===== src/hdl/psl_pkg.sv =====
// ----------------------------------------------------------------------------
// psl_pkg
// Shared constants, codes and the result record of the Pascal subset lexer.
// ----------------------------------------------------------------------------
package psl_pkg;

    // Identifier bytes kept for keyword matching, and width of the line counter.
    localparam int KEYWORD_MAX_LEN = 8;
    localparam int LINE_BITS       = 16;
    localparam int KW_IDX_W        = $clog2(KEYWORD_MAX_LEN);

    // Widths of the result fields.
    localparam int CODE_W = 5;
    localparam int LINE_W = 16;
    localparam int LEN_W  = 8;

    localparam logic [LEN_W-1:0] RUN_MAX = '1;

    // Lexer modes.
    localparam logic [2:0] MODE_IDLE  = 3'd0;
    localparam logic [2:0] MODE_IDENT = 3'd1;
    localparam logic [2:0] MODE_NUM   = 3'd2;
    localparam logic [2:0] MODE_LT    = 3'd3;
    localparam logic [2:0] MODE_GT    = 3'd4;
    localparam logic [2:0] MODE_COLON = 3'd5;

    // Token codes.
    localparam logic [CODE_W-1:0] TOK_NONE   = 5'd0;
    localparam logic [CODE_W-1:0] TOK_IDENT  = 5'd10;
    localparam logic [CODE_W-1:0] TOK_NUMBER = 5'd11;
    localparam logic [CODE_W-1:0] TOK_EQ     = 5'd12;
    localparam logic [CODE_W-1:0] TOK_NE     = 5'd13;
    localparam logic [CODE_W-1:0] TOK_LE     = 5'd14;
    localparam logic [CODE_W-1:0] TOK_LT     = 5'd15;
    localparam logic [CODE_W-1:0] TOK_GE     = 5'd16;
    localparam logic [CODE_W-1:0] TOK_GT     = 5'd17;
    localparam logic [CODE_W-1:0] TOK_MINUS  = 5'd18;
    localparam logic [CODE_W-1:0] TOK_STAR   = 5'd19;
    localparam logic [CODE_W-1:0] TOK_ASSIGN = 5'd20;
    localparam logic [CODE_W-1:0] TOK_LPAR   = 5'd21;
    localparam logic [CODE_W-1:0] TOK_RPAR   = 5'd22;
    localparam logic [CODE_W-1:0] TOK_SEMI   = 5'd23;
    localparam logic [CODE_W-1:0] TOK_EOL    = 5'd24;
    localparam logic [CODE_W-1:0] TOK_EOF    = 5'd25;

    // Error codes.
    localparam logic ERR_ILLEGAL = 1'b0;
    localparam logic ERR_COLON   = 1'b1;

    // Character codes.
    localparam logic [7:0] CH_NL    = 8'd10;
    localparam logic [7:0] CH_SPACE = 8'd32;
    localparam logic [7:0] CH_LPAR  = 8'd40;
    localparam logic [7:0] CH_RPAR  = 8'd41;
    localparam logic [7:0] CH_STAR  = 8'd42;
    localparam logic [7:0] CH_MINUS = 8'd45;
    localparam logic [7:0] CH_COLON = 8'd58;
    localparam logic [7:0] CH_SEMI  = 8'd59;
    localparam logic [7:0] CH_LT    = 8'd60;
    localparam logic [7:0] CH_EQ    = 8'd61;
    localparam logic [7:0] CH_GT    = 8'd62;

    // Keyword table. Text is right-justified: the first letter sits highest.
    localparam int KW_COUNT = 9;
    localparam int KW_CHARS = 8;
    localparam logic [8*KW_CHARS-1:0] KW_TEXT [KW_COUNT] = '{
        64'("begin"), 64'("end"), 64'("integer"), 64'("if"), 64'("then"),
        64'("else"), 64'("function"), 64'("read"), 64'("write")
    };
    localparam int KW_LEN [KW_COUNT] = '{5, 3, 7, 2, 4, 4, 8, 4, 5};

    // Result queue.
    localparam int FIFO_DEPTH = 4;
    localparam int FIFO_PTR_W = $clog2(FIFO_DEPTH);
    localparam int FIFO_CNT_W = $clog2(FIFO_DEPTH + 1);

    typedef struct packed {
        logic              is_error;
        logic [CODE_W-1:0] token_code;
        logic              error_code;
        logic [LINE_W-1:0] line_number;
        logic [LEN_W-1:0]  token_length;
        logic [7:0]        bad_char;
        logic              last_of_run;
    } t_result;

endpackage


===== src/hdl/psl_lex_core.sv =====
// ----------------------------------------------------------------------------
// psl_lex_core
// Lexer state and next-state logic: turns one registered byte into up to two
// results and updates mode, run length, line count and the keyword buffer.
// ----------------------------------------------------------------------------
module psl_lex_core (
    input  logic              i_clk,
    input  logic              i_rst_n,
    input  logic              i_take,
    input  logic [7:0]        i_char,
    input  logic              i_eoi,
    output psl_pkg::t_result  o_res0,
    output psl_pkg::t_result  o_res1,
    output logic [1:0]        o_cnt
);
    import psl_pkg::*;

    logic [2:0]           r_mode, n_mode;
    logic [LEN_W-1:0]     r_run, n_run;
    logic [LINE_BITS-1:0] r_line, n_line;
    logic [7:0]           r_buf [KEYWORD_MAX_LEN];

    logic                 is_letter, is_digit;
    logic [KW_COUNT-1:0]  kw_hit;
    logic [CODE_W-1:0]    kw_code;
    logic                 kw_any;
    t_result              word_res;

    // Outcome of a byte that starts a new token, in idle mode or after a flush.
    logic                 f_emit, f_grow, f_line_inc;
    t_result              f_res;
    logic [2:0]           f_mode;
    logic [LEN_W-1:0]     f_run;

    logic                 p_emit, s_emit, use_fresh, grow_cur;
    t_result              p_res, s_res;
    logic                 wr_en;
    logic [KW_IDX_W-1:0]  wr_idx;
    logic [LINE_W-1:0]    line_out;

    function automatic t_result mk_res(input logic err, input logic [CODE_W-1:0] code,
                                       input logic ecode, input logic [LEN_W-1:0] len,
                                       input logic [7:0] bad);
        t_result r;
        r              = '0;
        r.is_error     = err;
        r.token_code   = code;
        r.error_code   = ecode;
        r.token_length = len;
        r.bad_char     = bad;
        return r;
    endfunction

    assign is_letter = (i_char >= 8'd65 && i_char <= 8'd90) ||
                       (i_char >= 8'd97 && i_char <= 8'd122);
    assign is_digit  = (i_char > 8'd47) && (i_char < 8'd58);
    assign line_out  = LINE_W'(r_line);

    // Parallel keyword compare over the stored prefix.
    always_comb begin
        for (int k = 0; k < KW_COUNT; k++) begin
            kw_hit[k] = (r_run == LEN_W'(KW_LEN[k]));
            for (int j = 0; j < KW_CHARS; j++) begin
                if (j < KW_LEN[k]) begin
                    if (r_buf[j] != KW_TEXT[k][8*(KW_LEN[k]-1-j) +: 8]) begin
                        kw_hit[k] = 1'b0;
                    end
                end
            end
        end
        kw_code = TOK_IDENT;
        for (int k = KW_COUNT - 1; k >= 0; k--) begin
            if (kw_hit[k]) begin
                kw_code = CODE_W'(k + 1);
            end
        end
        kw_any = |kw_hit;
    end

    always_comb begin
        if (r_mode == MODE_NUM) begin
            word_res = mk_res(1'b0, TOK_NUMBER, 1'b0, r_run, 8'd0);
        end else if (kw_any) begin
            word_res = mk_res(1'b0, kw_code, 1'b0, '0, 8'd0);
        end else begin
            word_res = mk_res(1'b0, TOK_IDENT, 1'b0, r_run, 8'd0);
        end
    end

    // A byte handled as the start of a new token.
    always_comb begin
        f_emit     = 1'b0;
        f_res      = '0;
        f_mode     = MODE_IDLE;
        f_run      = '0;
        f_grow     = 1'b0;
        f_line_inc = 1'b0;
        if (is_letter) begin
            f_mode = MODE_IDENT;
            f_run  = LEN_W'(1);
            f_grow = 1'b1;
        end else if (is_digit) begin
            f_mode = MODE_NUM;
            f_run  = LEN_W'(1);
            f_grow = 1'b1;
        end else begin
            case (i_char)
                CH_SPACE: f_emit = 1'b0;
                CH_EQ:    begin f_emit = 1'b1; f_res = mk_res(1'b0, TOK_EQ, 1'b0, '0, 8'd0); end
                CH_MINUS: begin f_emit = 1'b1; f_res = mk_res(1'b0, TOK_MINUS, 1'b0, '0, 8'd0); end
                CH_STAR:  begin f_emit = 1'b1; f_res = mk_res(1'b0, TOK_STAR, 1'b0, '0, 8'd0); end
                CH_LPAR:  begin f_emit = 1'b1; f_res = mk_res(1'b0, TOK_LPAR, 1'b0, '0, 8'd0); end
                CH_RPAR:  begin f_emit = 1'b1; f_res = mk_res(1'b0, TOK_RPAR, 1'b0, '0, 8'd0); end
                CH_SEMI:  begin f_emit = 1'b1; f_res = mk_res(1'b0, TOK_SEMI, 1'b0, '0, 8'd0); end
                CH_LT:    f_mode = MODE_LT;
                CH_GT:    f_mode = MODE_GT;
                CH_COLON: f_mode = MODE_COLON;
                CH_NL: begin
                    f_emit     = 1'b1;
                    f_res      = mk_res(1'b0, TOK_EOL, 1'b0, '0, 8'd0);
                    f_line_inc = 1'b1;
                end
                default: begin
                    f_emit = 1'b1;
                    f_res  = mk_res(1'b1, TOK_NONE, ERR_ILLEGAL, '0, i_char);
                end
            endcase
        end
    end

    always_comb begin
        n_mode    = r_mode;
        n_run     = r_run;
        n_line    = r_line;
        p_emit    = 1'b0;
        p_res     = '0;
        s_emit    = 1'b0;
        s_res     = '0;
        use_fresh = 1'b0;
        grow_cur  = 1'b0;
        wr_en     = 1'b0;
        wr_idx    = '0;

        if (i_eoi) begin
            case (r_mode)
                MODE_IDENT, MODE_NUM: begin p_emit = 1'b1; p_res = word_res; end
                MODE_LT:    begin p_emit = 1'b1; p_res = mk_res(1'b0, TOK_LT, 1'b0, '0, 8'd0); end
                MODE_GT:    begin p_emit = 1'b1; p_res = mk_res(1'b0, TOK_GT, 1'b0, '0, 8'd0); end
                MODE_COLON: begin p_emit = 1'b1; p_res = mk_res(1'b1, TOK_NONE, ERR_COLON, '0, 8'd0); end
                default:    p_emit = 1'b0;
            endcase
            s_emit = 1'b1;
            s_res  = mk_res(1'b0, TOK_EOF, 1'b0, '0, 8'd0);
            n_mode = MODE_IDLE;
            n_run  = '0;
        end else begin
            case (r_mode)
                MODE_IDENT: begin
                    if (is_letter || is_digit) begin
                        grow_cur = 1'b1;
                    end else begin
                        p_emit    = 1'b1;
                        p_res     = word_res;
                        use_fresh = 1'b1;
                    end
                end
                MODE_NUM: begin
                    if (is_digit) begin
                        grow_cur = 1'b1;
                    end else begin
                        p_emit    = 1'b1;
                        p_res     = word_res;
                        use_fresh = 1'b1;
                    end
                end
                MODE_LT: begin
                    p_emit = 1'b1;
                    n_mode = MODE_IDLE;
                    if (i_char == CH_EQ) begin
                        p_res = mk_res(1'b0, TOK_LE, 1'b0, '0, 8'd0);
                    end else if (i_char == CH_GT) begin
                        p_res = mk_res(1'b0, TOK_NE, 1'b0, '0, 8'd0);
                    end else begin
                        p_res     = mk_res(1'b0, TOK_LT, 1'b0, '0, 8'd0);
                        use_fresh = 1'b1;
                    end
                end
                MODE_GT: begin
                    p_emit = 1'b1;
                    n_mode = MODE_IDLE;
                    if (i_char == CH_EQ) begin
                        p_res = mk_res(1'b0, TOK_GE, 1'b0, '0, 8'd0);
                    end else begin
                        p_res     = mk_res(1'b0, TOK_GT, 1'b0, '0, 8'd0);
                        use_fresh = 1'b1;
                    end
                end
                MODE_COLON: begin
                    p_emit = 1'b1;
                    n_mode = MODE_IDLE;
                    if (i_char == CH_EQ) begin
                        p_res = mk_res(1'b0, TOK_ASSIGN, 1'b0, '0, 8'd0);
                    end else begin
                        p_res     = mk_res(1'b1, TOK_NONE, ERR_COLON, '0, 8'd0);
                        use_fresh = 1'b1;
                    end
                end
                default: use_fresh = 1'b1;
            endcase
        end

        if (grow_cur) begin
            wr_en  = (r_run < LEN_W'(KEYWORD_MAX_LEN));
            wr_idx = r_run[KW_IDX_W-1:0];
            if (r_run != RUN_MAX) begin
                n_run = r_run + LEN_W'(1);
            end
        end

        if (use_fresh) begin
            s_emit = f_emit;
            s_res  = f_res;
            n_mode = f_mode;
            n_run  = f_run;
            wr_en  = f_grow;
            wr_idx = '0;
            if (f_line_inc && (r_line != '1)) begin
                n_line = r_line + LINE_BITS'(1);
            end
        end
    end

    // Pack the results in order; every result of an item carries the line it
    // started on, since the count only moves after the end-of-line token.
    always_comb begin
        o_res0             = p_emit ? p_res : s_res;
        o_res0.line_number = line_out;
        o_res0.last_of_run = !(p_emit && s_emit);
        o_res1             = s_res;
        o_res1.line_number = line_out;
        o_res1.last_of_run = 1'b1;
        o_cnt              = {1'b0, p_emit} + {1'b0, s_emit};
    end

    always_ff @(posedge i_clk) begin
        if (!i_rst_n) begin
            r_mode <= MODE_IDLE;
            r_run  <= '0;
            r_line <= LINE_BITS'(1);
        end else if (i_take) begin
            r_mode <= n_mode;
            r_run  <= n_run;
            r_line <= n_line;
        end
    end

    always_ff @(posedge i_clk) begin
        if (i_take && wr_en) begin
            r_buf[wr_idx] <= i_char;
        end
    end

    assert property (@(posedge i_clk) disable iff (!i_rst_n)
        (i_take && i_eoi) |-> (o_cnt != 2'd0))
        else $error("end marker produced no end-of-file result");

    assert property (@(posedge i_clk) disable iff (!i_rst_n)
        (i_take && i_eoi) |=> (r_mode == MODE_IDLE && r_run == '0))
        else $error("lexer not idle after end marker");

    assert property (@(posedge i_clk) disable iff (!i_rst_n)
        (r_mode == MODE_IDENT || r_mode == MODE_NUM) |-> (r_run != '0))
        else $error("word mode with empty run");

endmodule


===== src/hdl/psl_res_fifo.sv =====
// ----------------------------------------------------------------------------
// psl_res_fifo
// Small result queue: takes up to two results per cycle, hands out one.
// ----------------------------------------------------------------------------
module psl_res_fifo (
    input  logic              i_clk,
    input  logic              i_rst_n,
    input  logic [1:0]        i_push_cnt,
    input  psl_pkg::t_result  i_res0,
    input  psl_pkg::t_result  i_res1,
    output logic              o_room,
    output logic              o_valid,
    input  logic              i_ready,
    output psl_pkg::t_result  o_head
);
    import psl_pkg::*;

    t_result                r_mem [FIFO_DEPTH];
    logic [FIFO_PTR_W-1:0]  r_wr_ptr, n_wr_ptr;
    logic [FIFO_PTR_W-1:0]  r_rd_ptr, n_rd_ptr;
    logic [FIFO_CNT_W-1:0]  r_count, n_count;
    logic [FIFO_PTR_W-1:0]  wr_ptr_next;
    logic                   pop;

    assign pop         = o_valid && i_ready;
    assign o_valid     = (r_count != '0);
    assign o_room      = (r_count <= FIFO_CNT_W'(FIFO_DEPTH - 2));
    assign o_head      = r_mem[r_rd_ptr];
    assign wr_ptr_next = r_wr_ptr + FIFO_PTR_W'(1);

    always_comb begin
        n_wr_ptr = r_wr_ptr + FIFO_PTR_W'(i_push_cnt);
        n_rd_ptr = pop ? (r_rd_ptr + FIFO_PTR_W'(1)) : r_rd_ptr;
        n_count  = r_count + FIFO_CNT_W'(i_push_cnt) - FIFO_CNT_W'(pop);
    end

    always_ff @(posedge i_clk) begin
        if (!i_rst_n) begin
            r_wr_ptr <= '0;
            r_rd_ptr <= '0;
            r_count  <= '0;
        end else begin
            r_wr_ptr <= n_wr_ptr;
            r_rd_ptr <= n_rd_ptr;
            r_count  <= n_count;
        end
    end

    always_ff @(posedge i_clk) begin
        if (i_push_cnt != 2'd0) begin
            r_mem[r_wr_ptr] <= i_res0;
        end
        if (i_push_cnt == 2'd2) begin
            r_mem[wr_ptr_next] <= i_res1;
        end
    end

    assert property (@(posedge i_clk) disable iff (!i_rst_n)
        r_count <= FIFO_CNT_W'(FIFO_DEPTH))
        else $error("result queue overflow");

    assert property (@(posedge i_clk) disable iff (!i_rst_n)
        (i_push_cnt != 2'd0) |-> (r_count <= FIFO_CNT_W'(FIFO_DEPTH - 2)))
        else $error("results pushed without room for two");

    assert property (@(posedge i_clk) disable iff (!i_rst_n)
        1'b1 |=> (r_count == $past(r_count) + FIFO_CNT_W'($past(i_push_cnt))
                             - FIFO_CNT_W'($past(pop))))
        else $error("result queue count out of step");

endmodule


===== src/hdl/pascal_subset_lexer.sv =====
// ----------------------------------------------------------------------------
// pascal_subset_lexer
// Tokenizer for a small Pascal subset: one source byte or end marker in,
// token codes and error reports out.
//
//   Channel  Direction  Handshake            Payload
//   input    in         i_valid / o_ready    i_char_byte, i_end_of_input
//   result   out        o_valid / i_ready    o_is_error .. o_last_of_run
//
// A byte is registered on acceptance and lexed from that register when the
// result queue has room; its results are written into the queue as it is lexed.
// One byte per cycle is taken while the queue has room; an item that causes
// two results is paced by the single read port of the four-entry result queue.
// The lexer stalls while the queue holds more than two results.
// Reset returns to idle mode on line one; no clearing pass is needed.
// ----------------------------------------------------------------------------
module pascal_subset_lexer (
    input  logic        i_clk,
    input  logic        i_rst_n,
    input  logic        i_valid,
    output logic        o_ready,
    input  logic [7:0]  i_char_byte,
    input  logic        i_end_of_input,
    output logic        o_valid,
    input  logic        i_ready,
    output logic        o_is_error,
    output logic [4:0]  o_token_code,
    output logic        o_error_code,
    output logic [15:0] o_line_number,
    output logic [7:0]  o_token_length,
    output logic [7:0]  o_bad_char,
    output logic        o_last_of_run
);
    import psl_pkg::*;

    logic       r_in_valid;
    logic [7:0] r_in_char;
    logic       r_in_eoi;
    logic       take, room;
    t_result    res0, res1, head;
    logic [1:0] res_cnt;

    assign take    = r_in_valid && room;
    assign o_ready = !r_in_valid || take;

    always_ff @(posedge i_clk) begin
        if (!i_rst_n) begin
            r_in_valid <= 1'b0;
        end else if (o_ready) begin
            r_in_valid <= i_valid;
        end
    end

    always_ff @(posedge i_clk) begin
        if (i_valid && o_ready) begin
            r_in_char <= i_char_byte;
            r_in_eoi  <= i_end_of_input;
        end
    end

    psl_lex_core u_core (
        .i_clk   (i_clk),
        .i_rst_n (i_rst_n),
        .i_take  (take),
        .i_char  (r_in_char),
        .i_eoi   (r_in_eoi),
        .o_res0  (res0),
        .o_res1  (res1),
        .o_cnt   (res_cnt)
    );

    psl_res_fifo u_fifo (
        .i_clk      (i_clk),
        .i_rst_n    (i_rst_n),
        .i_push_cnt (take ? res_cnt : 2'd0),
        .i_res0     (res0),
        .i_res1     (res1),
        .o_room     (room),
        .o_valid    (o_valid),
        .i_ready    (i_ready),
        .o_head     (head)
    );

    assign o_is_error     = head.is_error;
    assign o_token_code   = head.token_code;
    assign o_error_code   = head.error_code;
    assign o_line_number  = head.line_number;
    assign o_token_length = head.token_length;
    assign o_bad_char     = head.bad_char;
    assign o_last_of_run  = head.last_of_run;

endmodule


===== config.mk =====
export PLATFORM = sky130hd
export DESIGN_NAME = pascal_subset_lexer
export DESIGN_NICKNAME = d
export VERILOG_FILES = /design/src/hdl/psl_pkg.sv /design/src/hdl/psl_lex_core.sv /design/src/hdl/psl_res_fifo.sv /design/src/hdl/pascal_subset_lexer.sv
export SDC_FILE = /design/constraint.sdc
export NUM_CORES = 1
export LEC_CHECK = 0
export BUFFER_PORTS_ARGS = -buffer_cell sky130_fd_sc_hd__buf_2
export CORE_MARGIN = 2
export CORE_UTILIZATION = 58
export CTS_BUF_LIST = sky130_fd_sc_hd__clkbuf_2 sky130_fd_sc_hd__clkbuf_4 sky130_fd_sc_hd__clkbuf_8
export CTS_CLUSTER_SIZE = 8
export DETAILED_ROUTE_END_ITERATION = 8
export PLACE_DENSITY = 0.76
export RECOVER_POWER = 50
export REMOVE_ABC_BUFFERS = 1
export SETUP_SLACK_MARGIN = 0.02
export SYNTH_ARGS = -nofsm -noshare
export SYNTH_HDL_FRONTEND = slang
export SYNTH_SLANG_ARGS = --single-unit

===== constraint.sdc =====
create_clock -name i_clk -period 4.1 [get_ports i_clk]
set_input_delay 0 -clock i_clk [delete_from_list [all_inputs] [get_ports i_clk]]
set_output_delay 0 -clock i_clk [all_outputs]
set_load 0.05 [all_outputs]

==> reports/qor.log <==
[status] result of the run completed
[placed_design] number of input and output port buffers inserted 54
[final_layout] core utilization of the finished layout 67.0%
[timing] final clock period utilization by the worst path 94.9%
[routing] final WL 30500 microns
[timing] Post-Route Skew 24.9 ps
[clock_tree] Reg clk slew, reported paths 70 ps
[timing] minimum setup slack in the final design 207 ps
[placed_design] routability cong. 0.981
[synth] compound-cell area share of the yosys netlist 9.96%
[floorplanning] core box area 0.0211 sq mm
[routing] post-route ant nets 0
[grt] global route hottest layer met2
[worst_hold_path] worst hold path type primary input to flop
[clock_tree] clock tree from TritonCTS built
[grt] number of global-route vias before repair 8926
[clock_tree] CTS HTree Levels 2
[final_layout] Fill cells 1605
[pwr] areal power density over the cells 490 mW/mm^2
[setup_path] crit path launch r_in_char[4]$_DFFE_PP_
[setup_path] most frequent cell on the critical path sky130_fd_sc_hd__o21ai_4
[final_layout] P&R area growth vs syn 13.2%
[worst_hold_path] count of cells along the worst hold path 2
[final_layout] most frequent standard cell in the layout excluding fill and tap cells sky130_fd_sc_hd__edfxtp_1
[synth] post-synthesis xor/xnor area fraction 0.702%
[synth] number of enable-type register cells in the synthesized netlist 193
[synth] post-synthesis cell type with the largest combined area sky130_fd_sc_hd__edfxtp_1
[floorplanning] Chip Height 151 microns
[synth] simple-gate share of the synthesized area 19.1%
[setup_path] highest-delay cell along the critical path sky130_fd_sc_hd__or4_4
[routing] Initial DRT Pass Iterations 5
[clock_tree] Longest Clk Path Bufs 3
[placed_design] placement-stage worst setup slack 190 ps
[setup_path] slack of the worst reg-to-reg path 210 ps
[clock_tree] clock latency on the worst-skew pair 550 ps
[grt] global-route congestion overflow total 0
[synth] Synth Flop Type sky130_fd_sc_hd__edfxtp_1
[timing] max-slew violation total from the final report 0
[setup_path] Startpoint Class flop
[timing] max-slew headroom at the worst pin 8.01%
[synth] average cell area after synthesis 12.0 sq um
[clock_tree] total CTS buffers 43
[grt] largest net degree at the start of global routing 33
[floorplanning] starting utilization of the core area 59.2%
[timing] final critical path time including I/O delays and setup 3890 ps
[timing] unrepaired setup endpoints after global routing true
[pwr] post-layout total power 6.92 mW
[grt] All-Layer GR Usage 27.8%
[pwr] leakage power figure 4.45 nW
[synth] cell area after synthesis 0.0125 sq mm
[synth] count of distinct cell types in the synthesized netlist 79
[setup_path] endpoint class of the critical path flop
[synth] flip-flop and latch count after synthesis 270
[synth] fraction of registers with async set/reset 0%
[synth] top area cells in the synthesized netlist sky130_fd_sc_hd__edfxtp_1, sky130_fd_sc_hd__dfxtp_1, sky130_fd_sc_hd__mux4_2
[timing] final setup vio count 0
[timing] Hold Fails Final Rpt 0
[routing] number of remaining DRC errors 0
[clock_tree] number of sinks driven by the clock tree 270
[setup_path] endpoint arrival time on the critical path 4190 ps
[grt] wire length of the first global-routing pass 48300 microns
[run] max-cap viol count 0
[synth] dominant combinational cell family by area after synthesis simple AND/OR/NAND/NOR gates
[timing] upper clock frequency limit 257 MHz
[synth] Syn. warnings 0
[setup_path] worst path cell trace or4_4 > o21ai_4 > o21ai_4 > o21a_1 > o31ai_1 > ha_2 > o21ai_1 > nor2_1 > a21oi_1 > and2b_1 > and2_1
[synth] Post-Synthesis Cells 1039
[timing] measured slew at the worst slew-check pin 1380 ps
[placed_design] total half-perimeter wirelength after legalization and detailed placement 21300 microns
[final_layout] most frequent cells in the layout sky130_fd_sc_hd__edfxtp_1, sky130_fd_sc_hd__nand2_1, sky130_fd_sc_hd__nor2_1
[routing] number of design-rule violations left by the first detailed-router iteration 758
[synth] register area share after synthesis 58.8%
[synth] Post-Synth Adder-Cell Area 1.16%
[final_layout] fraction of final layout cells with drive strength greater than 1 15.5%
[setup_path] kind of critical path flop to flop
[pwr] peak supply drop 0.000344 V
[clock_tree] clock tree root driver cell sky130_fd_sc_hd__clkbuf_8
[setup_path] R2R Path Start r_in_char[4]$_DFFE_PP_
[grt] GRT met1 Usage 38.0%
[floorplanning] area of the die 0.0227 sq mm
[synth] fraction of post-synthesis cell area in the top cell type by area 46.5%
[grt] met3 track demand over resource in global routing 5.64%
[grt] number of antenna violations at the first check in global routing 0
[setup_path] endpoint of the worst register-to-register path u_fifo.r_mem[2][6]$_DFFE_PP_
[synth] mux share of post-synthesis cell area 7.30%
[setup_path] highest cell delay on the worst timing path 590 ps
[setup_path] worst endpoint required time 4400 ps
[floorplanning] number of I/O pins 55
[routing] routed vias 8955
[routing] wire length per cell after detailed routing 21.0 microns
[floorplanning] Std-Cell Rows 53
[final_layout] number of antenna repair diodes 0
[worst_hold_path] start point of the worst min-delay path i_char_byte[1]
[final_layout] final layout net count 1171
[floorplanning] floorplan die width 151 microns
[setup_path] cell count of the worst reg-to-reg path 11
[routing] vias per inst 6.17
[grt] global-route met2 utilization 45.3%
[worst_hold_path] destination of the worst hold path r_in_char[1]$_DFFE_PP_
[setup_path] maximum net fanout on the critical path 9
area by class of cell:
type	count	area [sq um]	area share, %
Timing Repair Buffer	123	688	4.87
Clock inverter	7	91.3	0.647
Tap cell	275	344	2.44
Sequential cell	270	7340	52.0
Inverter	29	109	0.771
Clock buffer	68	792	5.61
Multi-Input combinational cell	680	4760	33.7
synth_stat cells (all sizes together) (20+ instances only):
master and instances:
edfxtp 193, nand2 95, nor2 91, dfxtp 77, clkbuf 46, o31ai 46
mux4 40, and2 38, nor2b 38, a21oi 35, inv 28, o21ai 28
nand3 26, nand4 26, o22ai 22, nor3 20
routing by layer:
| layer | vias to the layer above | routed length, microns |
|---|---|---|
| met5 | - | 0 |
| met1 | 4368 | 12900 |
| met3 | 59 | 2120 |
| li1 | 4165 | - |
| met4 | 0 | 656 |
| met2 | 363 | 14800 |
where the power goes:
part | switching (mW) | internal (mW)
Clock | 1.02 | 1.35
Combinational | 0.986 | 0.437
Sequential | 0.0945 | 3.04
cells by family after synthesis:
family	Yosys count
compound gates	180
xor+xnor	10
fa+ha+maj	11
buf+inv	89
flops	270
mux	41
simple gates	438
registers in the layout (all words and copies together), names as in the netlist, named ones only:
name,flops
u_fifo.r_rd_ptr,2
u_core.r_mode,3
u_fifo.r_count,3
r_in_eoi,1
u_fifo.r_wr_ptr,2
u_core.r_run,8
r_in_char,8
r_in_valid,1
u_core.line_out,16
u_core.r_buf,64
u_fifo.r_mem,160
what timing repair did:
| action | 4_1_cts | 5_1_grt |
|---|---|---|
| resized for setup | 0 | 3 |
| endpoints found under the hold margin | 20 | 0 |
| hold buffers | 12 | 0 |
| setup endpoints to repair | 0 | 11 |
| buffers inserted | 0 | 4 |
worst max path at each step:
stage / cells past startpoint / slack [ps] / endpoint
after floorplan: 11 / -660 / u_fifo.r_mem[1][0]$_SDFFE_PP1P_
after global placement: 15 / 300 / u_fifo.r_count[2]$_SDFF_PN0_
after detailed placement: 11 / 190 / u_fifo.r_mem[2][6]$_DFFE_PP_
after CTS: 11 / 160 / u_fifo.r_mem[2][6]$_DFFE_PP_
after global routing: 12 / 20 / u_fifo.r_mem[2][22]$_DFFE_PP_
final: 11 / 210 / u_fifo.r_mem[2][6]$_DFFE_PP_
critical path, delay by kind of cell (launching register included):
kind                     cells  cell delay [ps]
AND/OR/NAND/NOR              4             1210
flip-flops                   1              500
AO/OA/AOI/OAI                6             1550
adder cells (fa/ha/maj)      1              370
metrics by stage:
stage | setup TNS, ps | instance area [sq um] | instances | hold slack, ps
6_report | 0 | 14100 | 1452 | 170
4_1_cts | 0 | 14200 | 1448 | 149
3_5_place_dp | 0 | 13200 | 1361 | 178
2_1_floorplan | -60670 | 12200 | 979 | 61.9
3_3_place_gp | 0 | 13200 | 1361 | 177
5_1_grt | 0 | 14100 | 1452 | 159
Note: power is estimated with default switching activity, not from simulation.
